===== src/rtl/core/lifn_pkg.sv =====
// Package for the leaky integrate-and-fire neuron update block.
// Holds field widths, register codes and reset values, pipeline stage types
// and the saturation helper. No dependencies.
`default_nettype none

package lifn_pkg;

  // Field widths fixed by the item format
  localparam int IDX_W     = 12;
  localparam int VAL_W     = 32;
  localparam int FAC_W     = 16;
  localparam int CNT_W     = 16;
  localparam int CFG_IDX_W = 3;

  // Defaults for the top-level parameters
  localparam int NEURONS_DEF   = 4096;
  localparam int FRAC_BITS_DEF = 16;

  // Product width: 33-bit signed value times 17-bit signed (zero-extended) factor
  localparam int PROD_W = VAL_W + FAC_W + 2;
  // Working width for sums before saturation
  localparam int WIDE_W = PROD_W + 2;

  localparam logic [CNT_W-1:0] CNT_MAX = '1;

  // Configuration register indexes
  typedef enum logic [CFG_IDX_W-1:0] {
    CFG_THRESHOLD     = 3'd0,
    CFG_REST_LEVEL    = 3'd1,
    CFG_LEAK_LEVEL    = 3'd2,
    CFG_TIME_STEP     = 3'd3,
    CFG_MEM_DECAY_EXC = 3'd4,
    CFG_MEM_DECAY_INH = 3'd5,
    CFG_SYN_DECAY_EXC = 3'd6,
    CFG_SYN_DECAY_INH = 3'd7
  } cfg_reg_t;

  // Register reset values
  localparam logic signed [VAL_W-1:0] THRESHOLD_RST     = 32'sd1310720;
  localparam logic signed [VAL_W-1:0] REST_LEVEL_RST    = 32'sd0;
  localparam logic signed [VAL_W-1:0] LEAK_LEVEL_RST    = 32'sd0;
  localparam logic [FAC_W-1:0]        TIME_STEP_RST     = 16'd66;
  localparam logic [FAC_W-1:0]        MEM_DECAY_EXC_RST = 16'd62000;
  localparam logic [FAC_W-1:0]        MEM_DECAY_INH_RST = 16'd60000;
  localparam logic [FAC_W-1:0]        SYN_DECAY_EXC_RST = 16'd55000;
  localparam logic [FAC_W-1:0]        SYN_DECAY_INH_RST = 16'd50000;

  // Per-neuron state word
  typedef struct packed {
    logic signed [VAL_W-1:0] voltage;
    logic signed [VAL_W-1:0] net_input;
    logic signed [VAL_W-1:0] exc_current;
    logic signed [VAL_W-1:0] inh_current;
    logic [CNT_W-1:0]        spike_count;
  } state_t;

  // Accepted input item
  typedef struct packed {
    logic [IDX_W-1:0]        neuron_index;
    logic                    population;
    logic signed [VAL_W-1:0] ff_input;
    logic signed [VAL_W-1:0] exc_increment;
    logic signed [VAL_W-1:0] inh_increment;
  } in_item_t;

  // After the sum stage
  typedef struct packed {
    logic [IDX_W-1:0]        idx;
    logic                    inr;
    logic                    population;
    logic signed [VAL_W-1:0] v_old;
    logic signed [VAL_W:0]   net_leak;
    logic signed [VAL_W-1:0] exc_sum;
    logic signed [VAL_W-1:0] inh_sum;
    logic signed [VAL_W-1:0] net_new;
    logic [CNT_W-1:0]        cnt_old;
  } sum_stage_t;

  // After the multiply stage
  typedef struct packed {
    logic [IDX_W-1:0]         idx;
    logic                     inr;
    logic signed [PROD_W-1:0] v_prod;
    logic signed [PROD_W-1:0] drive_prod;
    logic signed [PROD_W-1:0] exc_prod;
    logic signed [PROD_W-1:0] inh_prod;
    logic signed [VAL_W-1:0]  net_new;
    logic [CNT_W-1:0]         cnt_old;
  } mul_stage_t;

  // Finished update: state write-back and result item
  typedef struct packed {
    state_t                  wr_state;
    logic [IDX_W-1:0]        neuron_out;
    logic                    spike;
    logic signed [VAL_W-1:0] membrane;
    logic [CNT_W-1:0]        spike_total;
  } result_t;

  // Clamp a wide signed value to the signed 32-bit range
  function automatic logic signed [VAL_W-1:0] sat_val(input logic signed [WIDE_W-1:0] x);
    logic signed [WIDE_W-1:0] hi;
    logic signed [WIDE_W-1:0] lo;
    hi = {{(WIDE_W-VAL_W+1){1'b0}}, {(VAL_W-1){1'b1}}};
    lo = {{(WIDE_W-VAL_W+1){1'b1}}, {(VAL_W-1){1'b0}}};
    if (x > hi) begin
      sat_val = hi[VAL_W-1:0];
    end else if (x < lo) begin
      sat_val = lo[VAL_W-1:0];
    end else begin
      sat_val = x[VAL_W-1:0];
    end
  endfunction

endpackage

`default_nettype wire


===== src/rtl/core/lifn_prep.sv =====
// Sum stage: saturating current and net-input sums and net input plus leak,
// registered into the multiply stage. Depends on lifn_pkg.
`default_nettype none

module lifn_prep
  import lifn_pkg::*;
#(
  parameter int NEURONS = NEURONS_DEF
) (
  input  wire logic                    clk,
  input  wire logic                    en,
  input  wire in_item_t                item,
  input  wire state_t                  st,
  input  wire logic signed [VAL_W-1:0] leak_level,
  output sum_stage_t                   sum_q
);

  sum_stage_t               sum_r;
  sum_stage_t               sum_nxt;
  logic signed [WIDE_W-1:0] exc_wide;
  logic signed [WIDE_W-1:0] inh_wide;
  logic signed [WIDE_W-1:0] ff_wide;
  logic signed [WIDE_W-1:0] net_wide;
  logic signed [VAL_W-1:0]  exc_sat;
  logic signed [VAL_W-1:0]  inh_sat;
  logic signed [VAL_W-1:0]  ff_sat;

  // Current sums, then net input = ff + exc + inh, each step saturating
  always_comb begin
    exc_wide = WIDE_W'(st.exc_current) + WIDE_W'(item.exc_increment);
    inh_wide = WIDE_W'(st.inh_current) + WIDE_W'(item.inh_increment);
    exc_sat  = sat_val(exc_wide);
    inh_sat  = sat_val(inh_wide);
    ff_wide  = WIDE_W'(item.ff_input) + WIDE_W'(exc_sat);
    ff_sat   = sat_val(ff_wide);
    net_wide = WIDE_W'(ff_sat) + WIDE_W'(inh_sat);

    sum_nxt.idx        = item.neuron_index;
    sum_nxt.inr        = ({{(32-IDX_W){1'b0}}, item.neuron_index} < 32'(NEURONS));
    sum_nxt.population = item.population;
    sum_nxt.v_old      = st.voltage;
    sum_nxt.net_leak   = $signed({st.net_input[VAL_W-1], st.net_input}) +
                         $signed({leak_level[VAL_W-1], leak_level});
    sum_nxt.exc_sum    = exc_sat;
    sum_nxt.inh_sum    = inh_sat;
    sum_nxt.net_new    = sat_val(net_wide);
    sum_nxt.cnt_old    = st.spike_count;
  end

  always_ff @(posedge clk) begin
    if (en) begin
      sum_r <= sum_nxt;
    end
  end

  assign sum_q = sum_r;

endmodule

`default_nettype wire


===== config.mk =====
export PLATFORM = sky130hd
export DESIGN_NAME = lifn_prep
export DESIGN_NICKNAME = d
export VERILOG_FILES = /design/src/rtl/core/lifn_pkg.sv /design/src/rtl/core/lifn_prep.sv
export SDC_FILE = /design/constraint.sdc
export NUM_CORES = 1
export LEC_CHECK = 0
export ABC_CLOCK_PERIOD_IN_PS = 8200
export BUFFER_PORTS_ARGS = -buffer_cell sky130_fd_sc_hd__buf_2
export CAP_MARGIN = 20
export CORE_ASPECT_RATIO = 0.5
export CORE_MARGIN = 4
export CORE_UTILIZATION = 40
export CTS_BUF_LIST = sky130_fd_sc_hd__clkbuf_4 sky130_fd_sc_hd__clkbuf_8
export DETAILED_ROUTE_END_ITERATION = 12
export PLACE_DENSITY = 0.73
export SETUP_SLACK_MARGIN = 0.05
export SLEW_MARGIN = 30
export SYNTH_ARGS = -nofsm -noshare
export SYNTH_HDL_FRONTEND = slang
export SYNTH_SLANG_ARGS = --single-unit

===== constraint.sdc =====
create_clock -name clk -period 8.2 [get_ports clk]
set_input_delay 0.82 -clock clk [delete_from_list [all_inputs] [get_ports clk]]
set_output_delay 0.82 -clock clk [all_outputs]
set_load 0.01 [all_outputs]

==> out/qor.txt <==
DRT antenna net count - 0
Final Total Pwr - 6.42 mW
Layout Area Growth over Synthesis - 24.3%
leading area contributor after synthesis - edfxtp_1
pwr/cell area - 342 mW/mm^2
Top Usage Layer GRT - met2
M2 GR Usage - 40.1%
Core Region - 0.0365 mm^2
clock buffer depth - 2
max incr delay on CP - 0.38 ns
max reg flops - 190
largest fanout on the critical path - 16
most frequent cell after synthesis - edfxtp_1
Max Freq - 131 MHz
first-pass GRT wire length - 72500 um
CTS Buf Count - 17
Hold Path Depth - 1
vias in the first global route - 13398
input/output buffers - 476
Slew Limit Fails - 0
largest net degree at the start of global routing - 123
number of synthesized flops with an enable pin - 190
crit path launch type - input port
post-detailed-route wirelength per cell - 18.9 um
routed vias - 13830
GR Util met1 - 27.4%
ys flop type - edfxtp_1
drt drc - 0
DR pass1 iterations - 5
Critical Path Sink Type - flop
Max transition margin - 36.4%
post-route setup slack - 0.562 ns
Max-cap violations - 0
Setup CP Type - input port to flop
outcome - complete, no violations
met3 Resource Use GR - 3.60%
Synth cell types - 90
LEAKAGE - 8.44 nW
pre-CTS setup slack - -0.0901 ns
Worst Path Required - 8.43 ns
Post-CTS Setup Inserts - 0
final hold viol count - 0
H-tree levels - 4
CTS Hold Bufs - 0
area of the multi-input gates - 0.00898 mm^2
total track usage - 22.2%
commonest cells in the synthesized netlist - edfxtp_1 (190), a21oi_1 (173), ha_1 (160), o21ai_0 (104), nand2_1 (98)
fillers - 3380
Initial Util - 41.3%
CTS tree - done
die height - 145 um
antenna violations before repair - 1
share of the synthesized area in the top cell type - 37.8%
final net count - 2491
Final Wtd Congestion - 0.980
Seq/Total Area, Yosys - 37.8%
Top Ports - 478
root buffer cell - clkbuf_8
GRT Residual Overflow - 0
Vias/cell - 5.45
Synth Net Count - 1973
Synth warnings - 0
DRT iter0 DRCs - 953
final setup fails - 0
CP max-delay cell - fa_1
RSZ-0062 raised after global routing - false
Arr. time, crit path - 7.87 ns
#FFs+latches synth - 190
die width - 283 um
Rows - 49
CTS resizes - 0
layout cells sized above 1 - 31.6%
top area cells in the synthesized netlist - edfxtp_1 (38%), ha_1 (13%), a21oi_1 (5.7%)
minimum clock period - 7.64 ns
detailed placement HPWL - 39900 um
Sequential cell area - 0.00571 mm^2
Post-Synthesis Cells - 1521
asr flop ratio synth - 0%
Clock Sinks - 190
HP Class - input port to flop
critical path's most frequent cell - a21oi_1
total wire length - 48000 um
maximum VDD drop - 0.272 mV
hold_ws - 0.491 ns
CTS clk-pin slew, worst paths - 0.11 ns
Post-Syn Area per Cell - 9.92 um^2
cell area after synthesis - 0.0151 mm^2
Tightest Pin Transition - 0.954 ns
Total Die Area - 0.0411 mm^2
fraction of the cycle the final worst path needs - 93.1%
==> stage by stage <==
stage / utilization, % / cell area [um^2] / cells / TNS, ns
2_1_floorplan: - / 15100 / 1521 / 0
3_3_place_gp: 50.2 / 18300 / 2504 / 0
3_5_place_dp: 50.2 / 18300 / 2504 / -1.84
4_1_cts: 51.3 / 18700 / 2536 / 0
5_1_grt: 51.3 / 18800 / 2537 / 0
6_report: 51.3 / 18800 / 2537 / 0
==> cells in the final DEF, fill, tap and decap left out, drive strengths merged, types with 32 or more instances in the layout <==
master / Yosys / final
o21ai: 151 / 151
xor2: 72 / 72
xnor2: 66 / 66
nand2: 99 / 99
a21o: 77 / 77
inv: 39 / 48
nand3: 32 / 32
buf: 24 / 548
nor2: 79 / 79
edfxtp: 190 / 190
a21oi: 182 / 182
ha: 160 / 160
==> kinds of logic (layout without fill, tap and decap cells) <==
group                      count (synthesis)  count (layout)  share of synthesized area (%)
AOI/OAI and AO/OA                        567             567                           24.4
xor gates and xnor gates                 138             138                           8.19
adders and majority gates                175             175                           14.6
buffers and inverters                     88             619                           2.85
DFF                                      190             190                           37.8
muxes                                      2               2                          0.141
other                                      1               2                         0.0249
and+or+nand+nor                          360             360                           12.0
==> layer usage <==
metal | up-vias | part of all wire, %
met5 | - | 0
met2 | 399 | 51
met1 | 6559 | 41
li1 | 6801 | -
met3 | 71 | 5.0
met4 | 0 | 2.7
==> layout make-up <==
cell class	count	share of cell area, %
Multi-Input combinational cell	1243	47.9
Sequential cell	190	30.4
Timing Repair Buffer	548	15.6
Tap cell	484	3.23
Clock buffer	18	1.29
Inverter	39	0.780
Clock inverter	14	0.767
Antenna cell	1	0.0133
==> critical path: cells and delay by family <==
kind	cells	cell delay, ns
XOR/XNOR	1	0.18
AO/OA/AOI/OAI	19	3.64
adder cells (fa/ha/maj)	4	1.23
multiplexers	1	0.38
AND/OR/NAND/NOR	4	0.57
buffers and inverters	7	1.03
==> where the power goes <==
part	switching, mW	internal (mW)	leakage, nW
combinational	2.48	1.78	6.38
clock	0.397	0.232	0.200
sequential	0.0634	1.47	1.87
==> path summary, 6_finish.rpt <==
check      start         end  slack, ns
min    item[103]  sum_q[185]       0.49
max     item[32]   sum_q[23]       0.56
Power figures use the tool's default switching activity.
