## src/rtl/core/lifn_pkg.sv

```systemverilog
// Package for the leaky integrate-and-fire neuron update block.
// Holds field widths, register codes and reset values, pipeline stage types
// and the saturation helper. No dependencies.
`default_nettype none

package lifn_pkg;

  // Field widths fixed by the item format
  localparam int IDX_W     = 12;
  localparam int VAL_W     = 32;
  localparam int FAC_W     = 16;
  localparam int CNT_W     = 16;
  localparam int CFG_IDX_W = 3;

  // Defaults for the top-level parameters
  localparam int NEURONS_DEF   = 4096;
  localparam int FRAC_BITS_DEF = 16;

  // Product width: 33-bit signed value times 17-bit signed (zero-extended) factor
  localparam int PROD_W = VAL_W + FAC_W + 2;
  // Working width for sums before saturation
  localparam int WIDE_W = PROD_W + 2;

  localparam logic [CNT_W-1:0] CNT_MAX = '1;

  // Configuration register indexes
  typedef enum logic [CFG_IDX_W-1:0] {
    CFG_THRESHOLD     = 3'd0,
    CFG_REST_LEVEL    = 3'd1,
    CFG_LEAK_LEVEL    = 3'd2,
    CFG_TIME_STEP     = 3'd3,
    CFG_MEM_DECAY_EXC = 3'd4,
    CFG_MEM_DECAY_INH = 3'd5,
    CFG_SYN_DECAY_EXC = 3'd6,
    CFG_SYN_DECAY_INH = 3'd7
  } cfg_reg_t;

  // Register reset values
  localparam logic signed [VAL_W-1:0] THRESHOLD_RST     = 32'sd1310720;
  localparam logic signed [VAL_W-1:0] REST_LEVEL_RST    = 32'sd0;
  localparam logic signed [VAL_W-1:0] LEAK_LEVEL_RST    = 32'sd0;
  localparam logic [FAC_W-1:0]        TIME_STEP_RST     = 16'd66;
  localparam logic [FAC_W-1:0]        MEM_DECAY_EXC_RST = 16'd62000;
  localparam logic [FAC_W-1:0]        MEM_DECAY_INH_RST = 16'd60000;
  localparam logic [FAC_W-1:0]        SYN_DECAY_EXC_RST = 16'd55000;
  localparam logic [FAC_W-1:0]        SYN_DECAY_INH_RST = 16'd50000;

  // Per-neuron state word
  typedef struct packed {
    logic signed [VAL_W-1:0] voltage;
    logic signed [VAL_W-1:0] net_input;
    logic signed [VAL_W-1:0] exc_current;
    logic signed [VAL_W-1:0] inh_current;
    logic [CNT_W-1:0]        spike_count;
  } state_t;

  // Accepted input item
  typedef struct packed {
    logic [IDX_W-1:0]        neuron_index;
    logic                    population;
    logic signed [VAL_W-1:0] ff_input;
    logic signed [VAL_W-1:0] exc_increment;
    logic signed [VAL_W-1:0] inh_increment;
  } in_item_t;

  // After the sum stage
  typedef struct packed {
    logic [IDX_W-1:0]        idx;
    logic                    inr;
    logic                    population;
    logic signed [VAL_W-1:0] v_old;
    logic signed [VAL_W:0]   net_leak;
    logic signed [VAL_W-1:0] exc_sum;
    logic signed [VAL_W-1:0] inh_sum;
    logic signed [VAL_W-1:0] net_new;
    logic [CNT_W-1:0]        cnt_old;
  } sum_stage_t;

  // After the multiply stage
  typedef struct packed {
    logic [IDX_W-1:0]         idx;
    logic                     inr;
    logic signed [PROD_W-1:0] v_prod;
    logic signed [PROD_W-1:0] drive_prod;
    logic signed [PROD_W-1:0] exc_prod;
    logic signed [PROD_W-1:0] inh_prod;
    logic signed [VAL_W-1:0]  net_new;
    logic [CNT_W-1:0]         cnt_old;
  } mul_stage_t;

  // Finished update: state write-back and result item
  typedef struct packed {
    state_t                  wr_state;
    logic [IDX_W-1:0]        neuron_out;
    logic                    spike;
    logic signed [VAL_W-1:0] membrane;
    logic [CNT_W-1:0]        spike_total;
  } result_t;

  // Clamp a wide signed value to the signed 32-bit range
  function automatic logic signed [VAL_W-1:0] sat_val(input logic signed [WIDE_W-1:0] x);
    logic signed [WIDE_W-1:0] hi;
    logic signed [WIDE_W-1:0] lo;
    hi = {{(WIDE_W-VAL_W+1){1'b0}}, {(VAL_W-1){1'b1}}};
    lo = {{(WIDE_W-VAL_W+1){1'b1}}, {(VAL_W-1){1'b0}}};
    if (x > hi) begin
      sat_val = hi[VAL_W-1:0];
    end else if (x < lo) begin
      sat_val = lo[VAL_W-1:0];
    end else begin
      sat_val = x[VAL_W-1:0];
    end
  endfunction

endpackage

`default_nettype wire

```

## src/rtl/core/lifn_finish.sv

```systemverilog
// Finish stage: floor shifts, membrane integration, threshold test, spike
// count and the result item. Combinational. Depends on lifn_pkg.
`default_nettype none

module lifn_finish
  import lifn_pkg::*;
#(
  parameter int FRAC_BITS = FRAC_BITS_DEF
) (
  input  wire mul_stage_t              mul_in,
  input  wire logic signed [VAL_W-1:0] threshold,
  input  wire logic signed [VAL_W-1:0] rest_level,
  output result_t                      res
);

  logic signed [WIDE_W-1:0] v_dec_wide;
  logic signed [WIDE_W-1:0] drive_wide;
  logic signed [WIDE_W-1:0] exc_wide;
  logic signed [WIDE_W-1:0] inh_wide;
  logic signed [WIDE_W-1:0] v_sum_wide;
  logic signed [VAL_W-1:0]  v_dec;
  logic signed [VAL_W-1:0]  v_sum;
  logic signed [VAL_W-1:0]  v_new;
  logic                     fire;
  logic [CNT_W-1:0]         cnt_new;

  always_comb begin
    // Arithmetic shift right is floor division by 2^FRAC_BITS
    v_dec_wide = WIDE_W'(mul_in.v_prod >>> FRAC_BITS);
    drive_wide = WIDE_W'(mul_in.drive_prod >>> FRAC_BITS);
    exc_wide   = WIDE_W'(mul_in.exc_prod >>> FRAC_BITS);
    inh_wide   = WIDE_W'(mul_in.inh_prod >>> FRAC_BITS);

    v_dec      = sat_val(v_dec_wide);
    v_sum_wide = WIDE_W'(v_dec) + drive_wide;
    v_sum      = sat_val(v_sum_wide);

    // Threshold crossing resets to rest and bumps the saturating count
    fire    = (v_sum >= threshold);
    v_new   = fire ? rest_level : v_sum;
    cnt_new = (fire && mul_in.cnt_old != CNT_MAX) ? mul_in.cnt_old + CNT_W'(1) :
                                                    mul_in.cnt_old;

    res.wr_state.voltage     = v_new;
    res.wr_state.net_input   = mul_in.net_new;
    res.wr_state.exc_current = sat_val(exc_wide);
    res.wr_state.inh_current = sat_val(inh_wide);
    res.wr_state.spike_count = cnt_new;

    // Out-of-range neuron: zero result, no state change
    res.neuron_out  = mul_in.idx;
    res.spike       = mul_in.inr & fire;
    res.membrane    = mul_in.inr ? v_new : '0;
    res.spike_total = mul_in.inr ? cnt_new : '0;
  end

endmodule

`default_nettype wire

```

## config.mk

```make
export PLATFORM = sky130hd
export DESIGN_NAME = lifn_finish
export DESIGN_NICKNAME = d
export VERILOG_FILES = /design/src/rtl/core/lifn_pkg.sv /design/src/rtl/core/lifn_finish.sv
export SDC_FILE = /design/constraint.sdc
export NUM_CORES = 1
export LEC_CHECK = 0
export ABC_AREA = 1
export BUFFER_PORTS_ARGS = -buffer_cell sky130_fd_sc_hd__buf_2
export CORE_AREA = 5 5 202 204
export DETAILED_ROUTE_END_ITERATION = 8
export DIE_AREA = 0 0 207 209
export MAX_ROUTING_LAYER = met4
export PLACE_DENSITY = 0.44
export SLEW_MARGIN = 20
export SYNTH_ARGS = -nofsm -noshare
export SYNTH_HDL_FRONTEND = slang
export SYNTH_SLANG_ARGS = --single-unit
```

## constraint.sdc

```tcl
create_clock -name vclk -period 20.7
set_clock_uncertainty 0.15 [all_clocks]
set_input_delay 4.14 -clock vclk [all_inputs]
set_output_delay 4.14 -clock vclk [all_outputs]
set_load 0.03 [all_outputs]
```

==> flow_summary.ini, run 1 <==
[pwr]
cellPowerDensity_nw_per_um2 = 72.2
p_leak_nw = 5.31
ir_drop_uv = 43.4

[route]
drt-total-wl_um = 30000
dr.first_iter.drc_count = 388
drc = 0
detail_route.first_pass.iterations = 5
route.detailed.wl_per_inst_um = 14.6
viasPerCell = 3.96
ant_nets = 0
vias = 8144

[logic_synthesis]
synth_xor_area_share_pct = 5.13
synth_area_per_cell_um2 = 4.99
synth_largest_area_cell = nand2_1
synth_top_cells_by_area = nand2_1 (25%), inv_1 (15%), ha_1 (14%)
post-synth-top-area-fraction_pct = 24.5
synth_net_count = 1626
ys_seq_area_share_pct = 0
post_synth_fa_ha_maj_area_fraction_pct = 14.2
synth_top_family_by_area = simple AND/OR/NAND/NOR gates
ys_warn_count = 0
yosys-mux-area-fraction_pct = 0
synthesis.instances = 1232
synth_cell_type_count = 32
netlist_area_um2 = 6150
synth-compound-area-share_pct = 13.4
synth_simple_gate_area_share_pct = 43.1

[floorplanning]
floorplan.initialDensity_pct = 15.7
placementRows = 73
die_footprint_um2 = 43300
num_io_pins = 530
dieWidth_um = 207
die-height_um = 209
core_footprint_um2 = 39100

[cells_and_area]
area_delta_synth_final_pct = 34.1
multi_input_area_um2 = 4710
share_of_cells_above_drive_strength_1_pct = 27.4
mostFrequentLayoutCells = nand2_1 (402), buf_2 (378), inv_1 (245)
final_common_cell = nand2_1
num-fill-cells = 4700
finalNonFillerCells = 2057
regArea_um2 = 0
design.seq.count = 0
n_clock_buffer = 0
nets = 1924

[placement]
place_hpwl_um = 27000
finalWeightedCongestion = 0.909
dp_worst_setup_slack_ps = 5380
post-place-cells = 2053
portBuffers = 378

[critical_path]
worst_path_largest_cell_delay_ps = 470
cp_data_required_time_ps = 16410
timing.critical_path.max_delay_family = simple AND/OR/NAND/NOR gates
cp-end-kind = output port
critical_path.n_buffers_inverters = 12
worst_setup_path_start_kind = input port
worst-path-max-fanout = 62
worst_path_max_delay_cell = buf_4
worstSetupPathType = input port to output port
cp_data_arrival_time_ps = 10790
critical_path_s_most_frequent_cell = nand2_1
timing.critical_path.from = mul_in[247]

[global_routing]
grt_start_max_net_pins = 63
first_global_vias = 8027
grt_first_pass_wirelength_um = 45300
gr-total-overflow = 0
global_route.usage.total_pct = 13.1
antenna_found_initial = 3

[run_status]
outcome = complete, no violations

[worst_hold_path]
hp-class = input port to output port
worstHoldStart = mul_in[16]

[timing]
final_worst_slack_ps = 5620
final_hold_viol_count = 0
period_share_pct = 72.8
grt_setup_unrepaired = no
timing.final.setup_violations = 0
setup-tns-final_ps = 0
worst_pin_slew_ps = 751
max_clock_freq_mhz = 66.3
final_period_demand_of_the_worst_path_ps = 15080
worst_slew_margin_rel_pct = 49.7
max_slew_vio_count = 0

[clock_network]
cells_resized_by_post_cts_repair = 0
postCtsSetupBuffers = 0
hold_buffers = 0

[job]
timing.max_cap.violations = 0
[cell families after synthesis]
family                   Yosys count
AO/OA/AOI/OAI                    159
adder cells (fa/ha/maj)           69
buffers and inverters            336
AND/OR/NAND/NOR                  632
XOR/XNOR                          36
[stage by stage]
stage / hold slack, ps / total power, mW / util [%] / cell area [µm²]
after global placement: 8130 / 0.600 / 21.0 / 8210
after floorplan: 8260 / 0.435 / - / 6150
after CTS: 8130 / 0.603 / 21.0 / 8210
final: 8130 / 0.595 / 21.1 / 8250
after detailed placement: 8130 / 0.601 / 21.0 / 8210
after global routing: 8130 / 0.659 / 21.1 / 8240
[worst paths after layout]
kind  cells past startpoint  slack, ps       end
max                      41       5620   res[34]
min                       0       8130  res[141]
[per-layer routing]
metal / track usage (%) / vias to the layer above / share of wire, %
li1: - / 4338 / -
met1: 17.4 / 3563 / 47
met2: 21.9 / 228 / 47
met3: 2.25 / 15 / 5.4
met4: 1.12 / 0 / 0.72
met5: - / - / 0
[Yosys cell counts, types with 2 or more instances]
library cell	count
a21o_1	2
a21oi_1	128
a31oi_1	2
and2_1	2
buf_2	8
buf_4	45
buf_6	5
clkbuf_1	30
ha_1	68
inv_1	245
inv_2	2
nand2_1	402
nand2_2	14
nand3_1	63
nand3_2	4
nand3b_1	10
nand4_1	15
nor2_1	98
nor2_2	5
nor3_1	13
nor4_1	3
o21ai_0	19
o21bai_1	6
xnor2_1	7
xor2_1	29
[where the power goes]
group,internal (mW),total (mW),switching [mW]
Combinational,0.169,0.595,0.427
Clock,0.0000000259,0.0000000259,0
Sequential,0,0,0
[final cells by class]
type,count,area share (%)
Timing Repair Buffer,385,23.6
Multi-Input combinational cell,896,57.1
Inverter,247,11.2
Antenna cell,4,0.121
Tap cell,525,7.97
(Power assumes the default switching activity.)
==> run 2: changes to the inputs <==
--- a/config.mk
+++ b/config.mk
@@ -7,11 +7,11 @@
 export LEC_CHECK = 0
 export ABC_AREA = 1
 export BUFFER_PORTS_ARGS = -buffer_cell sky130_fd_sc_hd__buf_2
-export CORE_AREA = 5 5 202 204
+export CORE_AREA = 5 5 201 203
 export DETAILED_ROUTE_END_ITERATION = 8
-export DIE_AREA = 0 0 207 209
+export DIE_AREA = 0 0 206 208
 export MAX_ROUTING_LAYER = met4
-export PLACE_DENSITY = 0.44
+export PLACE_DENSITY = 0.46
 export SLEW_MARGIN = 20
 export SYNTH_ARGS = -nofsm -noshare
 export SYNTH_HDL_FRONTEND = slang
==> constraint.sdc (replaced) <==
create_clock -name vclk -period 12.5
set_clock_uncertainty 0.15 [all_clocks]
set_input_delay 2.5 -clock vclk [all_inputs]
set_output_delay 2.5 -clock vclk [all_outputs]
set_load 0.03 [all_outputs]
==> flow_summary.ini, run 2 (same netlist as run 1, synthesis figures left out) <==
[run_status]
outcome = complete, no violations

[critical_path]
worst_setup_path_start_kind = input port
worst_path_largest_cell_delay_ps = 540
cp-end-kind = output port
worstSetupPathType = input port to output port
worst_path_max_delay_cell = nand2_2
cp_data_required_time_ps = 9850
cp_data_arrival_time_ps = 8820
worst-path-max-fanout = 39
critical_path_s_most_frequent_cell = nand2_1

[timing]
setup-tns-final_ps = 0
timing.final.setup_violations = 0
worst_slew_margin_rel_pct = 50.0
grt_setup_unrepaired = no
final_worst_slack_ps = 1030
max_clock_freq_mhz = 87.2
max_slew_vio_count = 0
final_hold_viol_count = 0
period_share_pct = 91.8
worst_pin_slew_ps = 747
final_period_demand_of_the_worst_path_ps = 11470
timing.hold.ws_ps = 4850

[floorplanning]
floorplan.initialDensity_pct = 16.1
die-height_um = 208
num_io_pins = 530
core_footprint_um2 = 38300
dieWidth_um = 206
die_footprint_um2 = 42800
placementRows = 72

[global_routing]
grt_first_pass_wirelength_um = 43500
antenna_found_initial = 5
first_global_vias = 7796
gr-total-overflow = 0
global_route.usage.total_pct = 12.9
grt_start_max_net_pins = 50

[placement]
finalWeightedCongestion = 0.902
dp_worst_setup_slack_ps = 806
post-place-cells = 2047
place_hpwl_um = 26900
portBuffers = 378

[cells_and_area]
mostFrequentLayoutCells = nand2_1 (402), buf_2 (378), inv_1 (245)
final_core_util_pct = 21.5
final_common_cell = nand2_1
nets = 1925
n_clock_buffer = 0
regArea_um2 = 0
design.seq.count = 0
finalNonFillerCells = 2051
area_delta_synth_final_pct = 34.1
share_of_cells_above_drive_strength_1_pct = 27.4

[clock_network]
postCtsSetupBuffers = 0
cells_resized_by_post_cts_repair = 0
hold_buffers = 0

[route]
drt-total-wl_um = 29400
drc = 0
dr.first_iter.drc_count = 397
detail_route.first_pass.iterations = 5
ant_nets = 0
route.detailed.wl_per_inst_um = 14.3
vias = 8251
viasPerCell = 4.02

[worst_hold_path]
hp-class = input port to output port

[pwr]
p_leak_nw = 5.31
cellPowerDensity_nw_per_um2 = 119
ir_drop_uv = 70.4

[job]
timing.max_cap.violations = 0
run 2: cell count changes in the layout (fill, tap and decap cells not counted), sizes merged:
cell | previous run | this run
buf | 385 | 386
run 2: area by class of cell:
| class | count | area (µm²) |
|---|---|---|
| multi-input combinational | 896 | 4710 |
| tap | 518 | 648 |
| antenna | 4 | 10.0 |
| fill | 4566 | 30000 |
| inverter | 247 | 927 |
| timing repair buffer | 386 | 1950 |
run 2: layer usage:
layer / up-vias / GRT usage [%] / part of all wire, %
li1: 4341 / - / -
met3: 10 / 2.71 / 7.5
met4: 0 / 0.574 / 0.48
met5: - / - / 0
met2: 231 / 23.1 / 50
met1: 3669 / 15.8 / 42
run 2: final timing paths:
check	start	endpoint	slack, ps	depth (start not counted)
worst max-delay path	mul_in[247]	res[24]	1030	37
worst min-delay path	mul_in[17]	res[142]	4850	0
run 2: report_power, final:
group	total (mW)	switching, mW	leakage (nW)	internal (mW)
combinational	0.978	0.696	5.31	0.282
sequential	0	0	0	0
clock	0.0000000428	0	0.0000254	0.0000000428
total	0.978	0.696	5.31	0.282
run 2: through the flow:
step | area [µm²] | power (mW)
final | 8250 | 0.978
after global routing | 8250 | 1.08
after detailed placement | 8210 | 0.989
after floorplan | 6150 | 0.721
after global placement | 8210 | 0.987
after CTS | 8210 | 0.992
run 2: critical path, delay by kind of cell:
kind,cells,cell delay [ps]
simple gates,24,3220
buf+inv,9,1980
fa+ha+maj,3,990
compound gates,1,60
